`src/hdl/mrw_modmul.sv`:
```
// ----------------------------------------------------------------------------
// mrw_modmul
// Interleaved shift-add modular multiplier, one multiplier bit per cycle,
// MSB first. Returns (x * y) mod n for any y, given x < n.
// ----------------------------------------------------------------------------
module mrw_modmul #(
    parameter int WIDTH = 64
) (
    input  logic             i_clk,
    input  logic             i_rst_n,
    input  logic             i_start,
    input  logic [WIDTH-1:0] i_x,
    input  logic [WIDTH-1:0] i_y,
    input  logic [WIDTH-1:0] i_n,
    output logic             o_done,
    output logic [WIDTH-1:0] o_prod
);

    localparam int CW = (WIDTH > 1) ? $clog2(WIDTH) : 1;

    logic             r_busy;
    logic             r_done;
    logic [CW-1:0]    r_cnt;
    logic [WIDTH-1:0] r_acc;
    logic [WIDTH-1:0] r_x;
    logic [WIDTH-1:0] r_y;

    logic [WIDTH+1:0] sum;
    logic [WIDTH+1:0] mod1;
    logic [WIDTH+1:0] mod2;
    logic [WIDTH-1:0] n_acc;

    // 2*acc + x stays below 3n, so at most one of n or 2n comes off
    always_comb begin
        mod1 = {2'b00, i_n};
        mod2 = {1'b0, i_n, 1'b0};
        sum  = {1'b0, r_acc, 1'b0} + (r_y[WIDTH-1] ? {2'b00, r_x} : '0);
        if (sum >= mod2) begin
            n_acc = WIDTH'(sum - mod2);
        end else if (sum >= mod1) begin
            n_acc = WIDTH'(sum - mod1);
        end else begin
            n_acc = WIDTH'(sum);
        end
    end

    always_ff @(posedge i_clk) begin
        if (!i_rst_n) begin
            r_busy <= 1'b0;
            r_done <= 1'b0;
            r_cnt  <= '0;
        end else begin
            r_done <= 1'b0;
            if (i_start && !r_busy) begin
                r_busy <= 1'b1;
                r_cnt  <= '0;
            end else if (r_busy) begin
                r_cnt <= r_cnt + CW'(1);
                if (r_cnt == CW'(WIDTH - 1)) begin
                    r_busy <= 1'b0;
                    r_done <= 1'b1;
                end
            end
        end
    end

    always_ff @(posedge i_clk) begin
        if (i_start && !r_busy) begin
            r_acc <= '0;
            r_x   <= i_x;
            r_y   <= i_y;
        end else if (r_busy) begin
            r_acc <= n_acc;
            r_y   <= {r_y[WIDTH-2:0], 1'b0};
        end
    end

    assign o_done = r_done;
    assign o_prod = r_acc;

endmodule

```
`config.mk`:
```
export PLATFORM = sky130hd
export DESIGN_NAME = mrw_modmul
export DESIGN_NICKNAME = d
export VERILOG_FILES = /design/src/hdl/mrw_modmul.sv
export SDC_FILE = /design/constraint.sdc
export NUM_CORES = 1
export LEC_CHECK = 0
export BUFFER_PORTS_ARGS = -buffer_cell sky130_fd_sc_hd__buf_4
export CORE_MARGIN = 2
export CORE_UTILIZATION = 40
export DETAILED_ROUTE_END_ITERATION = 8
export PLACE_DENSITY = 0.57
export REMOVE_ABC_BUFFERS = 1
export SETUP_SLACK_MARGIN = 0.05
export SYNTH_ARGS = -nofsm -noshare
export SYNTH_HDL_FRONTEND = slang
export SYNTH_SLANG_ARGS = --single-unit
```
`constraint.sdc`:
```
create_clock -name i_clk -period 8.1 [get_ports i_clk]
set_input_delay 0.81 -clock i_clk [delete_from_list [all_inputs] [get_ports i_clk]]
set_output_delay 0.81 -clock i_clk [all_outputs]
set_load 0.02 [all_outputs]
```
# ---- Word-level counts from Yosys, hierarchy flattened
# Index checks and enable logic that the tools add are counted.
# Widths: inputs -> output; s select.
dict set report classes {
  addsub 4
  magnitude_cmp 2
  eq_ne 1
  n_mux 9
  bitwise 2
  reduce_logical 5
}
# op count
set op_table {}
lappend op_table {{$mux 64} 5}
lappend op_table {{$sub 64x64->64} 2}
lappend op_table {{$add 65x64->66} 1}
lappend op_table {{$ge 66x64->1} 1}
lappend op_table {{$ge 66x65->1} 1}
lappend op_table {{$add 6x1->6 const B} 1}
lappend op_table {{$eq 6x6->1 const B} 1}
lappend op_table {{$mux 1} 4}
lappend op_table {{$reduce_or 3->1} 1}
lappend op_table {{$not 1->1} 2}
lappend op_table {{$reduce_bool 2->1} 1}
lappend op_table {{$reduce_or 2->1} 1}
lappend op_table {{$logic_and 1x1->1} 1}
lappend op_table {{$logic_not 1->1} 1}
dict set report totals {
  regBits 200
  inputBits 195
  out_inout_bits 65
  word_cells 29
}

# ---- Longest topological paths before layout
# Gate-level depths: netlist of run 1.
dict set report depth {
  depth_word 5
  depth_mapped 32
  ltp_nobuf 27
}

# ---- Worst setup path before layout of run 1
# OpenSTA, ideal clock, no wires.
dict set report synth_path {
  kind {flip-flop to flip-flop}
  start {reg r_y[63]}
  end {reg r_acc[59], in the netlist o_prod[59]}
  setup_time_ps 122
  t_arrival_ps 5912
  path_slack_ps 2066
  stages_incl_launch_ff 30
  period_less_slack_ps 6034
  path_cell_list {edfxtp_1 -> clkbuf_1 -> clkbuf_1 -> and2_1 -> ha_1 -> clkbuf_1 -> nand4_1 -> o21ai_0 -> o221a_2 -> o21ai_0 -> a21oi_1 -> o21ai_0 -> o21ai_0 -> a31oi_1 -> xnor2_1 -> ha_1 -> clkbuf_1 -> a21oi_1 -> nor2_1 -> nor4b_1 -> o41ai_1 -> a311o_1 -> a21o_1 -> a21oi_1 -> o41ai_2 -> a211oi_4 -> buf_6 -> mux2i_1 -> nor2_1 -> a221o_1}
}
dict set report synth_via {
  elab_chain_len 5
  word_cells_on_any_way 8
  classes_between {add/sub (3); order compare (2); mux (3)}
}
# item line_no
set synth_rtl {}
lappend synth_rtl {{start, declared} 26} ;# logic [WIDTH-1:0] r_y;
lappend synth_rtl {{start signal, assigned} 71} ;# r_y <= i_y;
lappend synth_rtl {{start signal, assigned} 74} ;# r_y <= {r_y[WIDTH-2:0], 1'b0};
lappend synth_rtl {{$mux 64 *} 37} ;# sum = {1'b0, r_acc, 1'b0} + (r_y[WIDTH-1] ? {2'b00, r_x} : '0);
lappend synth_rtl {{$add 65x64->66 *} 37}
lappend synth_rtl {{$sub 64x64->64 or $ge 66x64->1 (tied branches)} {41, 40}}
lappend synth_rtl {{$mux 64} 40} ;# end else if (sum >= mod1) begin
lappend synth_rtl {{$mux 64 *} 38} ;# if (sum >= mod2) begin
lappend synth_rtl {{end signal, assigned} 73} ;# r_acc <= n_acc;
lappend synth_rtl {{end, declared} 24} ;# logic [WIDTH-1:0] r_acc;
# Every way passes the cells marked *; elsewhere a longest branch is shown, timed or not.
# A chain may end at the register's enable or synchronous reset.

# ---- Worst setup path after layout of run 1
dict set report layout_path {
  start {reg r_y[63]}
  end {reg r_acc[51], in the netlist o_prod[51]}
}
# Same word-level chain as after synthesis.

==> results of run 1 <==
-- logic make-up after synthesis --
family          share of synthesized area (%)
xor+xnor                                 8.12
simple gates                             17.1
fa+ha+maj                                12.6
buf+inv                                  4.90
compound gates                           25.1
flops                                    27.1
mux                                      5.12
-- worst max path at each step --
stage | from | to | slack (ns) | depth (start not counted)
floorplan | r_y[63]$_DFFE_PP_ | o_prod[63]$_SDFFE_PP0P_ | 0.07 | 26
global route | r_y[63]$_DFFE_PP_ | o_prod[51]$_SDFFE_PP0P_ | 0.06 | 28
finish | r_y[63]$_DFFE_PP_ | o_prod[51]$_SDFFE_PP0P_ | 0.48 | 26
detailed placement | r_y[63]$_DFFE_PP_ | o_prod[62]$_SDFFE_PP0P_ | 0.50 | 27
CTS | r_y[63]$_DFFE_PP_ | o_prod[5]$_SDFFE_PP0P_ | 0.50 | 27
global placement | r_y[63]$_DFFE_PP_ | o_prod[5]$_SDFFE_PP0P_ | 0.51 | 27
-- critical path, delay by kind of cell (launching register included) --
family	cells	cell delay, ns
AND/OR/NAND/NOR	6	1.42
adder cells (fa/ha/maj)	2	0.87
flip-flops	1	0.40
XOR/XNOR	1	0.48
buffers and inverters	3	0.81
AO/OA/AOI/OAI	14	3.48
-- per-layer routing --
layer	wire (um)	share of wire, %
met1	33300	46
met4	1560	2.1
met3	6910	9.5
met2	31000	43
met5	16	0.022
-- through the flow --
| stage | total power, mW | hold WS, ns | util [%] | instance area (sq um) |
|---|---|---|---|---|
| 2_1_floorplan | 6.17 | 0.458 | - | 19000 |
| 3_3_place_gp | 8.30 | 0.469 | 45.8 | 22000 |
| 3_5_place_dp | 8.25 | 0.517 | 45.8 | 22000 |
| 4_1_cts | 9.25 | 0.492 | 47.1 | 22600 |
| 5_1_grt | 10.1 | 0.485 | 47.3 | 22700 |
| 6_report | 9.50 | 0.509 | 47.3 | 22700 |
-- Yosys cell counts (51+ instances only) --
| master | count | area [sq um] |
|---|---|---|
| ha_1 | 192 | 2400 |
| mux2_2 | 64 | 721 |
| nand4_1 | 51 | 319 |
| xor2_1 | 72 | 631 |
| nor2_1 | 169 | 634 |
| dfxtp_1 | 72 | 1440 |
| edfxtp_1 | 128 | 3840 |
| nand2_1 | 185 | 694 |
| xnor2_1 | 109 | 955 |
| clkbuf_1 | 89 | 334 |
| a21oi_1 | 258 | 1290 |
| inv_1 | 120 | 450 |
| and2_1 | 75 | 469 |
| o21ai_0 | 153 | 766 |
| a21o_1 | 89 | 668 |
-- power by group through the flow --
stage          combinational [mW]  sequential [mW]  clock (mW)
2_1_floorplan                4.62             1.55           0
6_report                     7.04             1.51       0.943
3_5_place_dp                 6.72             1.52           0
5_1_grt                      7.57             1.52       0.999
4_1_cts                      6.78             1.50       0.963
3_3_place_gp                 6.77             1.53           0
-- repair_timing --
action	CTS	global route
buffers inserted	0	4
setup endpoints to repair	0	16
hold endpoints to repair	0	0
hold buffers	0	0
resized for setup	0	5
-- cells in the final DEF (no fill, tap or decap), types with 23 or more instances in the layout --
master,Yosys,routed
a211oi_1,27,27
a21o_1,89,89
a21oi_1,258,257
a31oi_1,24,24
and2_1,75,75
and3_1,24,23
buf_4,6,287
dfxtp_1,72,72
edfxtp_1,128,128
ha_1,192,192
inv_1,120,119
mux2_2,64,64
mux2i_1,28,28
nand2_1,185,185
nand3_1,43,43
nand4_1,51,51
nor2_1,169,167
nor2b_1,24,24
nor3_1,31,31
o21ai_0,153,153
o21bai_1,33,33
xnor2_1,109,106
xor2_1,72,72
-- flip-flops by register name, indices dropped and copies added, names as in the netlist --
name and cells:
r_busy 1, o_prod 64, r_y 64, r_cnt 6, o_done 1, r_x 64
-- layout make-up --
type                       count  area (sq um)
tap                          615           769
timing repair buffer         289          2190
fill                        4706         25300
clock buffer                  17           425
sequential                   200          5290
inverter                     120           450
multi-input combinational   1922         13300
clock inverter                15           215
==> results.json, run 1 <==
{
  "status": "finished, final reports clean",
  "synth-seq-cells": 200,
  "reg2reg_from": "r_y[63]$_DFFE_PP_",
  "gr-usage-met2_pct": 41.9,
  "arrival_ns": 7.99,
  "cp-start-kind": "register",
  "dp_hpwl_mm": 59.4,
  "ir_worst_vdd_mv": 0.160,
  "dr.pass1.iters": 6,
  "cts-buffers-inserted": 17,
  "clkTransAtPathRegs_ns": 0.09,
  "relSlewSlack_pct": 29.4,
  "start_util_pct": 40.7,
  "die-area_sq_um": 50600,
  "grt_pass1_vias": 18100,
  "reg2reg_depth": 26,
  "hold_class": "input port to register",
  "syn_inst": 2357,
  "rsz0062_at_grt": "false",
  "ys_warn_count": 0,
  "max_freq_mhz": 131,
  "setup_viol": 0,
  "cts.htree.levels": 4,
  "syn_to_final_growth_pct": 16.1,
  "min_from": "i_x[4]",
  "min_period_ns": 7.62,
  "grt_max_degree": 65,
  "pwr-share-clk_pct": 9.9,
  "synth_edf_count": 128,
  "die_h_um": 225,
  "drive_above_1_share_pct": 16.3,
  "cts-root-buf": "clkbuf_16",
  "min_period_over_period_pct": 94.1,
  "setup_ws_ns": 0.476,
  "hold_viol_final": 0,
  "intPower_mw": 4.36,
  "rows": 80,
  "core_area_sq_um": 47900,
  "grt-ovfl-total": 0,
  "drt-wirelength-per-cell_um": 22.9,
  "crit_fanout": 24,
  "synth_ff_type": "edfxtp_1",
  "p_comb_share_pct": 74.2,
  "synth_area_sq_um": 19500,
  "skew_ns": 0.0241,
  "slew_violations": 0,
  "track_usage_pct": 28.0,
  "maxCapViolCount": 0,
  "seq_power_share_pct": 15.9,
  "regToRegEndpoint": "o_prod[51]$_SDFFE_PP0P_",
  "dpl.cell_count": 3142,
  "drc": 0,
  "synth_area_per_cell_sq_um": 8.29,
  "crit_type": "register to register",
  "fp.dieW_um": 225,
  "fin_cells": 3178,
  "max_stage_delay_ns": 0.60,
  "cpMostUsedCell": "buf_4",
  "drtIter0Drc": 1963,
  "synth.distinct_cells": 78,
  "insertedDiodeCount": 0,
  "vias_per_cell": 6.00,
  "hold_depth": 1,
  "via_count": 19100,
  "min_to": "r_x[4]$_DFFE_PP_",
  "crit_slowest_cell": "nor3_1",
  "cts_tree": "yes",
  "grt_pass1_wl_mm": 108,
  "grt_use_met1_pct": 40.3,
  "finalNetCount": 2940,
  "antenna_found_initial": 1,
  "ant_nets": 0,
  "swShare_pct": 54.1,
  "io_buffers": 259,
  "crit_required_ns": 8.46,
  "r2r_setup_slack_ns": 0.48,
  "pre_cts_ws_ns": 0.503,
  "synth_seq_area_share_pct": 27.1,
  "ys_async_sr_fraction_pct": 0,
  "p_sw_mw": 5.14,
  "power.density_nw_per_um2": 419,
  "cts_num_sinks": 200,
  "use_met3_pct": 6.79,
  "wl_mm": 72.7,
  "gp_congestion": 0.985,
  "cts_max_path_buffers": 2,
  "critPathCaptureType": "register",
  "worst_slew_pin_slew_ns": 1.05,
  "finalSetupTns_ns": 0,
  "busiest_layer": "met2",
  "io_pins": 260,
  "clk_latency_ns": 0.48,
  "p_leak_nw": 10.1
}
Power figures use the tool's default switching activity.
==> inputs of run 2 (changes only) <==
PLACE_DENSITY = 0.59   (was 0.57)
clock period = 6.3 ns   (was 8.1 ns; I/O delays follow)
==> run 2 against run 1 <==
Effect of this change: sequential cell count unchanged; total power up 64%; final area up 25%; critical path type unchanged; combinational power up 76%; count of clock-buffer cells in the layout unchanged; maximum frequency up 23%; highest routed layer is now met4; clock power up 25%; sequential share of layout area down 4.7 points; critical path depth up 7.
==> results.json, run 2 (synthesis gave the netlist of run 1 again) <==
{
  "rows": 80,
  "final_common_cell": "buf_4",
  "cts-buffers-inserted": 17,
  "io_pins": 260,
  "via_count": 21300,
  "drt-wirelength-per-cell_um": 21.9,
  "fin_cells": 3697,
  "clk_latency_ns": 0.49,
  "fill_cells": 4311,
  "max_stage_delay_ns": 0.43,
  "die-area_sq_um": 50600,
  "core_area_sq_um": 47900,
  "drtIter0Drc": 2050,
  "rsz0062_at_grt": "true",
  "min_from": "i_x[3]",
  "dr.pass1.iters": 6,
  "grt_max_degree": 65,
  "vias_per_cell": 5.76,
  "gp_congestion": 1.01,
  "finalNetCount": 3459,
  "crit_required_ns": 6.66,
  "syn_to_final_growth_pct": 45.1,
  "p_total_mw": 15.5,
  "status": "finished, final reports clean",
  "grt-ovfl-total": 0,
  "maxCapViolCount": 0,
  "cpMostUsedCell": "buf_4",
  "p_leak_nw": 13.0,
  "slew_violations": 0,
  "crit_path_end": "o_prod[46]$_SDFFE_PP0P_",
  "min_period_ns": 6.21,
  "start_util_pct": 40.7,
  "cts_tree": "yes",
  "wl_mm": 80.9,
  "cts.htree.levels": 4,
  "cts_max_path_buffers": 2,
  "reg2reg_from": "r_y[63]$_DFFE_PP_",
  "max_freq_mhz": 161,
  "critPathCaptureType": "register",
  "dpl.cell_count": 3609,
  "clkTransAtPathRegs_ns": 0.09,
  "grt_pass1_wl_mm": 118,
  "crit_type": "register to register",
  "min_period_over_period_pct": 98.6,
  "cp-start-kind": "register",
  "final_cell_mix": "buf_4, a21oi_1, nand2_1",
  "insertedDiodeCount": 0,
  "skew_ns": 0.0171,
  "timing.hold.ws_ns": 0.318,
  "fp.dieW_um": 225,
  "io_buffers": 259,
  "drive_above_1_share_pct": 37.7,
  "pre_cts_ws_ns": -0.721,
  "crit_slowest_cell": "edfxtp_1",
  "drc": 0,
  "setup_viol": 0,
  "crit_start": "r_y[63]$_DFFE_PP_",
  "relSlewSlack_pct": 45.0,
  "reg2reg_depth": 33,
  "track_usage_pct": 30.6,
  "die_h_um": 225,
  "finalSetupTns_ns": 0,
  "dp_hpwl_mm": 64.7,
  "postCtsHoldBufs": 0,
  "setup_ws_ns": 0.0873,
  "arrival_ns": 6.58,
  "hold_depth": 1,
  "cts-root-buf": "clkbuf_16",
  "crit_fanout": 7,
  "antenna_found_initial": 1,
  "ant_nets": 0,
  "grt_pass1_vias": 20600,
  "hold_class": "input port to register",
  "ir_worst_vdd_mv": 0.256,
  "r2r_setup_slack_ns": 0.09,
  "hold_viol_final": 0,
  "regToRegEndpoint": "o_prod[46]$_SDFFE_PP0P_",
  "worst_slew_pin_slew_ns": 0.825,
  "cts_num_sinks": 200,
  "power.density_nw_per_um2": 548
}
-- run 2: changes by cell type in the layout (fill, tap and decap cells not counted), sizes merged --
cell	delta
buf	+515
inv	-3
clkinv	+3
nor2	+1
clkbuf	+3
-- run 2: repair_timing --
action	4_1_cts	5_1_grt
endpoints found under the hold margin	0	0
buffers inserted	15	34
setup endpoints to repair	64	64
gates cloned	5	3
pin swaps	13	137
resized for setup	99	249
-- run 2: area by class of cell --
| class | instances | area, sq um | share of cell area, % |
|---|---|---|---|
| repair buffers | 807 | 6400 | 22.6 |
| clock buffers | 17 | 425 | 1.50 |
| clock inverters | 15 | 190 | 0.671 |
| flip-flops and latches | 200 | 5290 | 18.6 |
| inverters | 120 | 450 | 1.59 |
| multi-input cells | 1923 | 14800 | 52.3 |
| well taps | 615 | 769 | 2.71 |
-- run 2: metal layers --
layer | GRT usage (%) | share of wire [%] | vias up
met2 | 46.8 | 43 | 887
met5 | 0 | 0 | -
met4 | 9.29 | 2.7 | 0
li1 | - | - | 10100
met3 | 5.83 | 8.4 | 129
met1 | 43.4 | 45 | 10200
-- run 2: worst min-delay path by stage --
stage                                       end  slack (ns)
after CTS                      r_x[3]$_DFFE_PP_        0.30
after detailed placement  r_cnt[5]$_SDFFE_PP0P_        0.50
after floorplan           r_cnt[5]$_SDFFE_PP0P_        0.46
final                          r_x[3]$_DFFE_PP_        0.32
after global placement    r_cnt[5]$_SDFFE_PP0P_        0.47
after global routing           r_x[3]$_DFFE_PP_        0.30
-- run 2: per-stage QoR --
step                util, %  area, sq um
CTS                    55.9        26800
global placement       53.2        25500
floorplan                 -        19000
finish                 59.1        28300
detailed placement     53.2        25500
global route           59.1        28300
-- run 2: worst max-delay path, delay by kind of cell, from the launching register on --
kind | cells | cell delay [ns]
xor gates and xnor gates | 1 | 0.24
AOI/OAI and AO/OA | 14 | 2.63
and+or+nand+nor | 7 | 0.89
DFF | 1 | 0.43
adders and majority gates | 2 | 0.50
buffers and inverters | 9 | 1.40
-- run 2: power by group --
part | switching [mW] | total (mW) | internal (mW)
combinational | 6.64 | 12.4 | 5.78
clock | 0.633 | 1.18 | 0.545
sequential | 0.301 | 1.95 | 1.65
total | 7.57 | 15.5 | 7.97
==> inputs of run 3 (changes only) <==
BUFFER_PORTS_ARGS = not set   (was -buffer_cell sky130_fd_sc_hd__buf_4)
CTS_BUF_LIST = sky130_fd_sc_hd__clkbuf_4 sky130_fd_sc_hd__clkbuf_8 sky130_fd_sc_hd__clkbuf_16   (was not set)
DONT_BUFFER_PORTS = 1   (was not set)
GPL_ROUTABILITY_DRIVEN = 0   (was not set)
PLACE_DENSITY = 0.54   (was 0.59)
==> run 3 against run 2 <==
Effect of this change: setup slack got worse by 0.048 ns; critical path depth fell by 1; largest power group unchanged; combinational power fell by 4%; final area fell by 7.0%; sequential power rose by 3%; cell count is 7.3% lower; maximum frequency down 0.77%; total power fell by 2.8%; sequential share of layout area up 1.4 points; first-iteration DRC count decreased by 1.2%; sequential cell count unchanged; largest cell class unchanged.
==> results.json, run 3 (synthesis gave the netlist of run 1 again) <==
{
  "status": "finished, final reports clean",
  "placed_cell_area_sq_um": 23400,
  "regToRegEndpoint": "o_prod[62]$_SDFFE_PP0P_",
  "dp_hpwl_mm": 61.4,
  "cts_tree": "yes",
  "wl_mm": 78.6,
  "drtIter0Drc": 2025,
  "via_count": 20300,
  "finalNetCount": 3188,
  "start_util_pct": 40.7,
  "setup_viol": 0,
  "min_from": "i_x[48]",
  "r2r_setup_slack_ns": 0.04,
  "final_util_pct": 55.0,
  "crit_fanout": 5,
  "crit_required_ns": 6.67,
  "insertedDiodeCount": 0,
  "dr.pass1.iters": 6,
  "fp.dieW_um": 225,
  "p_leak_nw": 11.7,
  "seq_power_share_pct": 13.2,
  "hold_class": "input port to register",
  "power.density_nw_per_um2": 573,
  "vias_per_cell": 5.93,
  "drive_above_1_share_pct": 31.4,
  "grt_pass1_wl_mm": 112,
  "cts_max_path_buffers": 2,
  "syn_to_final_growth_pct": 35.0,
  "final_cell_mix": "buf_4, a21oi_1, nand2_1",
  "maxCapViolCount": 0,
  "rsz0062_at_grt": "true",
  "clkTransAtPathRegs_ns": 0.09,
  "multiInputGateArea_sq_um": 14900,
  "arrival_ns": 6.64,
  "p_sw_mw": 7.41,
  "crit_path_end": "o_prod[62]$_SDFFE_PP0P_",
  "io_buffers": 0,
  "cts.htree.levels": 4,
  "ir_worst_vdd_mv": 0.294,
  "critPathCaptureType": "register",
  "min_period_ns": 6.26,
  "die-area_sq_um": 50600,
  "relSlewSlack_pct": 43.2,
  "p_comb_share_pct": 78.5,
  "cts-buffers-inserted": 17,
  "grt_pass1_vias": 19400,
  "track_usage_pct": 29.0,
  "die_h_um": 225,
  "grt_max_degree": 111,
  "drt-wirelength-per-cell_um": 22.9,
  "cpMostUsedCell": "buf_6",
  "crit_slowest_cell": "or3_4",
  "reg2reg_from": "r_y[63]$_DFFE_PP_",
  "antenna_found_initial": 3,
  "design_area_sq_um": 26400,
  "grt-ovfl-total": 0,
  "final_common_cell": "buf_4",
  "cts_num_sinks": 200,
  "hold_viol_final": 0,
  "reg2reg_depth": 32,
  "cts-root-buf": "clkbuf_16",
  "finalSetupTns_ns": 0,
  "crit_type": "register to register",
  "max_freq_mhz": 160,
  "rows": 80,
  "worst_slew_pin_slew_ns": 0.852,
  "seq_area_sq_um": 5290,
  "io_pins": 260,
  "drc": 0,
  "min_period_over_period_pct": 99.4,
  "crit_start": "r_y[63]$_DFFE_PP_",
  "core_area_sq_um": 47900,
  "fill_cells": 4355,
  "slew_violations": 0,
  "cp-start-kind": "register",
  "ant_nets": 0,
  "pwr-share-clk_pct": 8.2,
  "clk_latency_ns": 0.48,
  "swShare_pct": 49.1,
  "skew_ns": 0.0198,
  "intPower_mw": 7.69,
  "max_stage_delay_ns": 0.43
}
## run 3: power by group through the flow
| stage | registers [mW] | clock network [mW] | logic (mW) |
|---|---|---|---|
| 2_1_floorplan | 1.99 | 0 | 5.94 |
| 3_3_place_gp | 1.98 | 0 | 10.1 |
| 3_5_place_dp | 1.98 | 0 | 10.2 |
| 4_1_cts | 1.96 | 1.27 | 10.4 |
| 5_1_grt | 2.01 | 1.30 | 12.7 |
| 6_report | 2.00 | 1.24 | 11.9 |
## run 3: how the worst min path moves through the flow
stage | endpoint | slack (ns) | cells past startpoint
4_1_cts | r_x[48]$_DFFE_PP_ | 0.21 | 0
6_report | r_x[48]$_DFFE_PP_ | 0.24 | 0
5_1_grt | r_x[48]$_DFFE_PP_ | 0.21 | 0
2_1_floorplan | r_cnt[5]$_SDFFE_PP0P_ | 0.46 | 2
3_5_place_dp | r_cnt[5]$_SDFFE_PP0P_ | 0.49 | 2
3_3_place_gp | r_cnt[5]$_SDFFE_PP0P_ | 0.47 | 2
## run 3: timing repair
| action | CTS | global route |
|---|---|---|
| cloned | 1 | 9 |
| hold buffers | 0 | 0 |
| endpoints found under the setup margin | 64 | 64 |
| setup buffers | 10 | 42 |
| pin swaps | 7 | 54 |
| resized for setup | 35 | 296 |
| hold endpoints to repair | 0 | 0 |
## run 3: critical path: cells and delay by family (launching register included)
family / cells / cell delay [ns]
AOI/OAI and AO/OA: 14 / 2.67
xor gates and xnor gates: 1 / 0.27
adders and majority gates: 2 / 0.54
buffers and inverters: 8 / 1.13
DFF: 1 / 0.41
and+or+nand+nor: 7 / 1.14
## run 3: per-stage QoR
step / std cells / worst slack (ns) / power (mW) / hold WS, ns
2_1_floorplan: 2242 / -1.73 / 7.93 / 0.458
3_3_place_gp: 3333 / -0.485 / 12.1 / 0.465
3_5_place_dp: 3333 / -0.548 / 12.2 / 0.493
4_1_cts: 3376 / -0.0232 / 13.6 / 0.214
5_1_grt: 3426 / -0.122 / 16.0 / 0.215
6_report: 3426 / 0.0389 / 15.1 / 0.238
## run 3: cell type report
type                       instances  share of cell area, %
inverter                         120                   1.71
timing repair buffer             537                   16.5
sequential                       200                   20.0
multi-input combinational       1922                   56.4
tap                              615                   2.92
clock inverter                    15                  0.840
clock buffer                      17                   1.61
## run 3: routing by layer
layer	vias up	global-route usage, %	share of wire [%]
met5	-	0	0.056
met4	6	9.81	3.6
met3	149	5.62	8.9
met2	889	45.0	44
met1	9732	40.1	44
li1	9554	-	-
